[config.mk]
export PLATFORM = sky130hd
export DESIGN_NAME = fpe_front
export DESIGN_NICKNAME = d
export VERILOG_FILES = /design/src/rtl/fpe_pkg.sv /design/src/rtl/fpe_front.sv
export SDC_FILE = /design/constraint.sdc
export NUM_CORES = 1
export LEC_CHECK = 0
export BUFFER_PORTS_ARGS = -buffer_cell sky130_fd_sc_hd__buf_2
export CAP_MARGIN = 0
export CORE_MARGIN = 2
export CORE_UTILIZATION = 57
export DETAILED_ROUTE_END_ITERATION = 8
export PLACE_DENSITY = 0.8
export REMOVE_ABC_BUFFERS = 1
export SLEW_MARGIN = 20
export SYNTH_ARGS = -nofsm -noshare
export SYNTH_HDL_FRONTEND = slang
export SYNTH_SLANG_ARGS = --single-unit
[constraint.sdc]
create_clock -name clk -period 9.6 [get_ports clk]
set_input_delay 1.92 -clock clk [delete_from_list [all_inputs] [get_ports clk]]
set_output_delay 1.92 -clock clk [all_outputs]
set_load 0.005 [all_outputs]
[src/rtl/fpe_pkg.sv]
// Shared types and constants for the frustum plane extract and test unit.
`default_nettype none
package fpe_pkg;

	localparam logic [1:0] FUNC_LOAD    = 2'd0;
	localparam logic [1:0] FUNC_EXTRACT = 2'd1;
	localparam logic [1:0] FUNC_QUERY   = 2'd2;
	localparam logic [1:0] FUNC_RSVD    = 2'd3;

	localparam logic KIND_PLANE = 1'b0;
	localparam logic KIND_DIST  = 1'b1;

	localparam logic [2:0] LAST_PLANE = 3'd5;

	localparam int NORM_SHIFT = 30;
	// 66-bit sum of squares: one root bit per bit pair
	localparam int SQRT_STEPS = 33;
	localparam int DIV_STEPS  = 63;
	localparam int CMDQ_DEPTH = 4;
	localparam int OUTQ_DEPTH = 4;

	typedef struct packed {
		logic [1:0]  func;
		logic [1:0]  column;
		logic [1:0]  row;
		logic [31:0] element;
		logic [31:0] point_x;
		logic [31:0] point_y;
		logic [31:0] point_z;
	} cmd_t;

	typedef struct packed {
		logic        kind;
		logic [2:0]  plane_index;
		logic [31:0] normal_x;
		logic [31:0] normal_y;
		logic [31:0] normal_z;
		logic [31:0] offset;
		logic [31:0] distance;
		logic        flagged;
		logic        last;
	} res_t;

	typedef struct packed {
		logic [2:0]  idx;
		logic        last;
		logic [31:0] nx;
		logic [31:0] ny;
		logic [31:0] nz;
		logic [31:0] offset;
		logic        flag;
	} qplane_t;

	// matrix row combined with row 3 for each plane
	function automatic logic [1:0] plane_row(input logic [2:0] p);
		logic [1:0] r;
		case (p)
			3'd0, 3'd1: r = 2'd2;
			3'd2, 3'd3: r = 2'd0;
			default:    r = 2'd1;
		endcase
		return r;
	endfunction

	// far, right and top subtract the row
	function automatic logic plane_sub(input logic [2:0] p);
		return (p == 3'd1) || (p == 3'd3) || (p == 3'd4);
	endfunction

	function automatic logic [32:0] mag33(input logic [32:0] v);
		return v[32] ? (33'd0 - v) : v;
	endfunction

endpackage
`default_nettype wire

[src/rtl/fpe_front.sv]
// Front end: request intake, classification and command queue.
`default_nettype none
module fpe_front (
	input  wire logic                clk,
	input  wire logic                arst_n,
	input  wire logic                push,
	output logic                     full,
	input  wire logic [1:0]          func,
	input  wire logic [1:0]          column,
	input  wire logic [1:0]          row,
	input  wire logic signed [31:0]  element,
	input  wire logic signed [31:0]  point_x,
	input  wire logic signed [31:0]  point_y,
	input  wire logic signed [31:0]  point_z,
	output fpe_pkg::cmd_t            cmd,
	output logic                     cmd_empty,
	input  wire logic                cmd_pop
);
	fpe_pkg::cmd_t mem_q [fpe_pkg::CMDQ_DEPTH];
	logic [1:0] wr_ptr_q, rd_ptr_q;
	logic [2:0] cnt_q;
	logic       enq, deq;

	// reserved func codes are taken and dropped
	assign full      = (cnt_q == 3'(fpe_pkg::CMDQ_DEPTH));
	assign cmd_empty = (cnt_q == 3'd0);
	assign enq       = push && !full && (func != fpe_pkg::FUNC_RSVD);
	assign deq       = cmd_pop && !cmd_empty;
	assign cmd       = mem_q[rd_ptr_q];

	always_ff @(posedge clk) begin
		if (enq) begin
			mem_q[wr_ptr_q] <= '{func: func, column: column, row: row,
				element: element, point_x: point_x, point_y: point_y, point_z: point_z};
		end
	end

	always_ff @(posedge clk or negedge arst_n) begin
		if (!arst_n) begin
			wr_ptr_q <= '0;
			rd_ptr_q <= '0;
			cnt_q    <= '0;
		end else begin
			if (enq) wr_ptr_q <= wr_ptr_q + 2'd1;
			if (deq) rd_ptr_q <= rd_ptr_q + 2'd1;
			if (enq && !deq) cnt_q <= cnt_q + 3'd1;
			else if (deq && !enq) cnt_q <= cnt_q - 3'd1;
		end
	end
endmodule
`default_nettype wire

# == After elaboration in Yosys (flattened, before gate mapping) ==
# Memories as Yosys holds them, arrays and structs flattened.
# Index checks and enable logic that the tools add are counted.
# Widths: inputs -> output; s select.
# word_totals
ff_bits,7
inputBits,138
elab_cells,25
mem_count,1
ram_bits,536
# op_classes
reduce_logical,11
n_eq_ne,2
mux,4
n_addsub,4
# mem_list
name,depth,width,read_ports,rd_ports_with_merged_regs,write_ports,line_no,source
mem_q,4,134,1,0,1,fpe_front.sv:19,fpe_pkg::cmd_t mem_q [fpe_pkg::CMDQ_DEPTH];
# op_table
op,count
$mux 3,2
$logic_and 1x1->1,5
$add 2x1->2 const B,2
$logic_not 1->1,4
$add 3x1->3 const B,1
$eq 3x3->1 const B,1
$logic_not 3->1,1
$sub 3x1->3 const B,1
$mux 1,2
$ne 2x2->1 const B,1
$reduce_bool 2->1,1

# == Depth between registers and ports, before layout ==
# Gate-level depths: netlist of run 1.
# logic_depth
word_depth,8
depth_mapped,8
mapped_depth_nobuf,8

# == Worst setup path before layout of run 1 ==
# No wires, ideal clock.
# synth_path
kind,input-to-reg
from,input port func[0]
to,"memory mem_q[3][0] (netlist bit), enable pin"
path_slack_ps,3655
arrival_ps,5436
cell_stages,2
t_required_ps,9091
n_path_buf,0
path_cell_list,a211oi_2 > and2_1
# synth_between
elab_chain_len,4
# synth_rtl
item,line_no,source
start: declaration,fpe_front.sv:8,"input wire logic [1:0] func,"
$ne 2x2->1,fpe_front.sv:27,assign enq = push && !full && (func != fpe_pkg::FUNC_RSVD);
$logic_and 1x1->1,fpe_front.sv:27,
$mux 1,fpe_front.sv:32,if (enq) begin
$mux 1 (not written as such),fpe_front.sv:33,"mem_q[wr_ptr_q] <= '{func: func, column: column, row: row,"
end: declaration,fpe_front.sv:19,
# No other way between the ends.

==> results.txt, run 1 <==
Worst EP arrival = 3.20 ns
Mapped Cells = 735
# DRC = 0
layout cells sized above 1 = 0.456
RSZ-0062 raised after global routing = false
core area = 34300 um^2
fin cells = 1543
Rel. slew slack = 0.259
Setup Skew = 0.0118 ns
gpl congestion = 0.700
min-delay src = cnt_q[2]
largest net degree at the start of global routing = 78
Setup WS post-layout = 4.48 ns
clock root buffer master = clkbuf_16
register area share after synthesis = 0.825
Max Root-Sink Buffers = 3
Critical Path Fanout Max = 77
CP max stage cell = dfrtp_4
pwr/cell area = 294 nW/um^2
htree depth = 2
Critical R2R Capture = mem_q[2][51]
Post-Synth Simple-Gate Area = 0.00298
DIE WIDTH = 190 um
number of distinct library cells after synthesis = 21
Worst Reg-to-Reg Cells = 4
Adder-Cell Fraction of Synth Area = 0.00419
worst path cell trace = buf_4 -> mux4_2 -> buf_2
first-pass GRT wire length = 54200 um
Layout area overhead = 17.6%
slew at the pin closest to its max-slew limit = 1.11 ns
Crit path required time = 7.68 ns
max_cap viols = 0
Final Slew Violations = 0
hpwl dp = 21400 um
Inst Count DP = 1441
Netlist Area Pre-Place = 19700 um^2
vias post-DR = 8732
Rows = 68
worst hold path type = reg2reg
DR pass1 iterations = 5
worst skew pair latency = 0.56 ns
initial antenna violation count = 10
Synth Warn # = 0
TritonCTS clock tree = built
hold endpoint = cnt_q[2]
syn_area_per_cell = 26.8 um^2
Reg-to-Reg Start = cnt_q[2]
FF+latch count, synth = 543
Die H = 190 um
number of flops mapped to enable cells by yosys = 536
largest family of logic cells by synthesized area = multiplexers
wire per inst = 23.7 um
R2R Setup Slk = 6.14 ns
Clock Sinks = 543
Tmin final = 5.12 ns
Hold Fails Final Rpt = 0
die area = 36100 um^2
Achievable Freq = 0.195 GHz
worst vdd rail ir drop = 249 uV
leakage power total = 7.84 nW
critical path type = reg2out
CTS Hold Bufs = 0
total CTS buffers = 52
postcts setup bufs = 0
CTS-repair resized insts = 0
CP peak stage delay = 0.99 ns
routed wire length = 36600 um
hold_ws = 0.509 ns
Setup WS pre-CTS = 4.59 ns
Initial Util = 0.575
startpoint types = flip-flop
CTS clk-pin slew, worst paths = 0.06 ns
cell area after layout = 23200 um^2
Port-buffer cells = 273
mux contribution to synthesized area = 0.154
grt ovf = 0
status = finished clean
vias per cell = 5.66
fin util = 0.676
remaining antenna violation count after routing = 0
vias in the first global route = 9031
Setup-failing EPs final = 0
final setup TNS = 0 ns
ys flop type = edfxtp_1
period utilisation layout = 0.534
post-synthesis compound-gate area fraction = 0.000635
Power, Total = 6.82 mW
Total Nets Final = 1185
hold-critical path depth = 1
Async SR Flop Fraction = 0.0129
XOR/XNOR Fraction of Synth Area = 0.00267
number of DRC markers in iteration 0 = 726
crit path capture type = output port
# IOs = 274
GRT Util Overall = 0.204
Post-DP Area = 21500 um^2
==> area by class of cell <==
class                           instances  area (um^2)
Clock inverter                         31          225
Clock buffer                           64         1370
Inverter                                4         15.0
Fill cell                            2154        11100
Sequential cell                       543        16300
Antenna cell                            6         15.0
Multi-Input combinational cell        158         3250
Timing Repair Buffer                  282         1460
Tap cell                              455          569
==> synth_stat cells (2+ instances only) <==
cell	n	area, um^2
buf_6	6	67.6
and2_2	3	22.5
clkbuf_1	7	26.3
dfrtp_1	7	175
edfxtp_1	536	16100
inv_1	4	15.0
ha_1	5	62.6
xnor2_1	4	35.0
mux2_2	2	22.5
xor2_1	2	17.5
buf_2	16	80.1
mux4_2	134	3020
==> placed cells by master, fill, tap and decap left out, drive strengths merged, types with 2 or more instances in the layout <==
master    synthesis  routed
edfxtp          536     536
buf              23     282
mux4            134     134
clkbuf            7      64
clkinv            0      23
dfrtp             7       7
diode             0       6
inv               4       6
ha                5       5
and2              4       4
xnor2             4       4
clkinvlp          0       3
bufinv            0       3
mux2              2       2
xor2              2       2
==> state kept, by name (all words and copies together) (netlist names) <==
| name | cells |
|---|---|
| rd_ptr_q | 2 |
| wr_ptr_q | 2 |
| cnt_q | 3 |
| mem_q | 536 |
==> critical path: cells and delay by family (launching register included) <==
kind	cells	cell delay, ns
DFF	1	0.99
muxes	1	0.46
buffers and inverters	2	1.10
==> cells by family after synthesis <==
kind of cell,after synthesis
compound gates,1
xor+xnor,6
fa+ha+maj,6
buf+inv,34
flops,543
mux,136
simple gates,9
==> where the power goes <==
part / switching, mW / total, mW / internal, mW
clock network: 0.820 / 1.91 / 1.09
registers: 0.187 / 3.21 / 3.02
logic: 0.831 / 1.70 / 0.870
total: 1.84 / 6.82 / 4.98
==> layer usage <==
| metal | track usage | share of wire | vias up |
|---|---|---|---|
| met3 | 0.0489 | 0.074 | 71 |
| met2 | 0.324 | 0.49 | 291 |
| met4 | 0.0590 | 0.025 | 8 |
| li1 | - | - | 3810 |
| met1 | 0.288 | 0.41 | 4552 |
| met5 | 0 | 0.0012 | - |
==> worst max-delay path by stage <==
stage / startpoint / endpoint / slack, ns
2_1_floorplan: rd_ptr_q[0] / cmd[0] / 1.83
3_3_place_gp: func[0] / mem_q[3][106] / 4.67
3_5_place_dp: func[0] / mem_q[3][18] / 4.59
4_1_cts: rd_ptr_q[0] / cmd[58] / 4.14
5_1_grt: rd_ptr_q[0] / cmd[6] / 4.19
6_report: rd_ptr_q[1] / cmd[101] / 4.48
No activity file was read; power rests on OpenSTA's default activity.
==> inputs of run 2 (changes only) <==
Settings changed: ABC_AREA from default to 1, CORE_UTILIZATION 57 to 52, PLACE_DENSITY 0.8 to 0.77.
Clock period 9.6 ns to 4.5 ns, I/O delays scaled along.
==> run 2 against run 1 <==
Against the previous run:
- cell area rose by 9.2%
- sequential share of layout area shrank 5.9 points
- worst hold slack worse by 0.36 ns
- via count rose by 48%
- first-iteration DRC count grew 16%
- critical path depth grew 2
- worst setup slack worse by 3.7 ns
- clock skew decreased by 0.0015 ns
==> results.txt, run 2 <==
hpwl dp = 26200 um (was 21400 um)
Async SR Flop Fraction = 0.0129 (unchanged)
Synth top cells by count = edfxtp_1, nand2_1, inv_1 (was edfxtp_1, mux4_2, buf_2)
cell area after layout = 25300 um^2 (was 23200 um^2)
vias post-DR = 12900 (was 8732)
Synth Warn # = 0 (unchanged)
max_cap viols = 0 (unchanged)
final setup TNS = 0 ns (unchanged)
ys flop type = edfxtp_1 (unchanged)
Crit path required time = 3.60 ns (was 7.68 ns)
Critical Path Fanout Max = 63 (was 77)
leakage power total = 10.2 nW (was 7.84 nW)
Mapped Cells = 1626 (was 735)
Clock power frac = 0.277 (was 0.280)
Largest regs = mem_q x536, cnt_q x3 (unchanged)
hold_ws = 0.146 ns (was 0.509 ns)
worst path cell trace = inv_4 -> buf_4 -> o211ai_1 -> nand2_1 -> buf_2 (was buf_4 -> mux4_2 -> buf_2)
DIE WIDTH = 209 um (was 190 um)
# DRC = 0 (unchanged)
vias in the first global route = 12700 (was 9031)
Netlist Area Pre-Place = 21900 um^2 (was 19700 um^2)
# IOs = 274 (unchanged)
Worst EP arrival = 2.86 ns (was 3.20 ns)
commonest cells after routing, fill and taps aside = edfxtp_1, nand2_1, inv_1 (was edfxtp_1, buf_2, mux4_2)
startpoint types = flip-flop (unchanged)
commonest non-fill, non-tap cell in the layout = edfxtp_1 (unchanged)
Rel. slew slack = 0.376 (was 0.259)
number of flops mapped to enable cells by yosys = 536 (unchanged)
CTS clk-pin slew, worst paths = 0.06 ns (about the same)
Post-DP Area = 23600 um^2 (was 21500 um^2)
postcts setup bufs = 0 (unchanged)
syn_area_per_cell = 13.4 um^2 (was 26.8 um^2)
gpl congestion = 0.811 (was 0.700)
layout cells sized above 1 = 0.199 (was 0.456)
Buf+Inv Stages, Crit Path = 3 (was 2)
Initial Util = 0.524 (was 0.575)
leading area contributor after synthesis = edfxtp_1 (unchanged)
DR pass1 iterations = 6 (was 5)
clock root buffer master = clkbuf_16 (unchanged)
post-synth top area share = 0.736 (was 0.816)
fill cell count = 3065 (was 2154)
grt ovf = 0 (unchanged)
core area = 41800 um^2 (was 34300 um^2)
Area contributors post-synth = edfxtp_1, o211ai_1, nand2_1 (was edfxtp_1, mux4_2, dfrtp_1)
first-pass GRT wire length = 67500 um (was 54200 um)
CP peak stage delay = 1.00 ns (was 0.99 ns)
combinational power share = 0.301 (was 0.250)
CTS-repair resized insts = 0 (unchanged)
register area share after synthesis = 0.744 (was 0.825)
TritonCTS clock tree = built (unchanged)
Clock Sinks = 543 (unchanged)
Achievable Freq = 0.266 GHz
number of DRC markers in iteration 0 = 840 (was 726)
Rows = 75 (was 68)
worst hold path type = in2async (was reg2reg)
Layout area overhead = 15.8% (was 17.6%)
Setup-failing EPs final = 0 (unchanged)
Switch Pwr = 5.14 mW (was 1.84 mW)
status = finished clean (unchanged)
Total Nets Final = 2040 (was 1185)
pwr/cell area = 625 nW/um^2 (was 294 nW/um^2)
vias per cell = 5.19 (was 5.66)
Sw Share = 0.325 (was 0.270)
total CTS buffers = 53 (was 52)
largest net degree at the start of global routing = 164 (was 78)
initial antenna violation count = 7 (was 10)
part of the power in registers = 0.422 (was 0.470)
htree depth = 2 (unchanged)
routed wire length = 44000 um (was 36600 um)
RSZ-0062 raised after global routing = false (unchanged)
crit-path leading delay family = flip-flops (was buffers and inverters)
Hold Fails Final Rpt = 0 (unchanged)
Max Root-Sink Buffers = 3 (unchanged)
P_int = 10.7 mW (was 4.98 mW)
max FFs per register = 536 (unchanged)
number of distinct library cells after synthesis = 18 (was 21)
crit path capture type = output port (unchanged)
critical path type = reg2out (unchanged)
remaining antenna violation count after routing = 0 (unchanged)
period utilisation layout = 0.835
most flop-heavy register = mem_q (unchanged)
Die H = 209 um (was 190 um)
worst skew pair latency = 0.59 ns (was 0.56 ns)
FF+latch count, synth = 543 (unchanged)
Setup Skew = 0.0103 ns (was 0.0118 ns)
slew at the pin closest to its max-slew limit = 0.936 ns (was 1.11 ns)
CP max stage cell = dfrtp_4 (unchanged)
wire per inst = 17.7 um (was 23.7 um)
Reg-to-Reg Start = cnt_q[0] (was cnt_q[2])
FF+latch area = 16300 um^2 (about the same)
most common cell in the netlist = edfxtp_1 (unchanged)
die area = 43700 um^2 (was 36100 um^2)
Worst setup startpoint = rd_ptr_q[1] (unchanged)
CTS Hold Bufs = 0 (unchanged)
GRT Util Overall = 0.200 (was 0.204)
Tmin final = 3.76 ns
Multi-input gate area = 3780 um^2 (was 3250 um^2)
worst vdd rail ir drop = 410 uV (was 249 uV)
Port-buffer cells = 273 (unchanged)
Final Slew Violations = 0 (unchanged)
[run 2: logic make-up (layout without fill, tap and decap cells)]
group / count (synthesis) / after routing / share of synthesized area
AO/OA/AOI/OAI: 270 / 270 / 0.0925
XOR/XNOR: 1 / 1 / 0.000401
adder cells (fa/ha/maj): 6 / 6 / 0.00378
buffers and inverters: 374 / 689 / 0.0847
flip-flops: 543 / 543 / 0.744
other: 0 / 6 / 0
AND/OR/NAND/NOR: 432 / 432 / 0.0747
[run 2: stage by stage]
stage | setup WS (ns) | power, mW | instances | utilization
6_report | 0.743 | 15.8 | 2486 | 0.606
5_1_grt | 0.576 | 16.7 | 2482 | 0.606
4_1_cts | 0.696 | 16.0 | 2480 | 0.606
3_5_place_dp | 1.29 | 11.6 | 2380 | 0.564
3_3_place_gp | 1.36 | 11.4 | 2380 | 0.564
2_1_floorplan | -2.98 | 9.76 | 1538 | -
[run 2: area by class of cell]
class	instances	share of cell area
clock buffer	68	0.0567
inverter	286	0.0428
sequential	543	0.643
antenna	6	0.000593
tap	539	0.0266
timing repair buffer	303	0.0693
multi-input combinational	709	0.149
clock inverter	32	0.0120
[run 2: final timing paths]
check	endpoint	slack, ns	cells after the start
max	cmd[74]	0.74	5
min	rd_ptr_q[1]	0.15	1
max reg2reg	mem_q[2][107]	2.07	5
min reg2reg	cnt_q[2]	0.51	2
max in group asynchronous	rd_ptr_q[1]	4.17	1
min in group clk	cnt_q[2]	0.51	2
[run 2: layer usage]
metal	up-vias	global-route usage	share of wire
li1	6258	-	-
met4	4	0.0680	0.025
met3	77	0.0470	0.064
met1	6165	0.253	0.41
met2	387	0.340	0.50
met5	-	0	0.00052
[run 2: power by group through the flow]
| stage | clock, mW | sequential [mW] | combinational [mW] |
|---|---|---|---|
| CTS | 4.47 | 6.67 | 4.84 |
| floorplan | 0 | 6.89 | 2.87 |
| global route | 4.65 | 6.73 | 5.32 |
| finish | 4.39 | 6.67 | 4.76 |
| detailed placement | 0 | 6.78 | 4.81 |
| global placement | 0 | 6.74 | 4.70 |
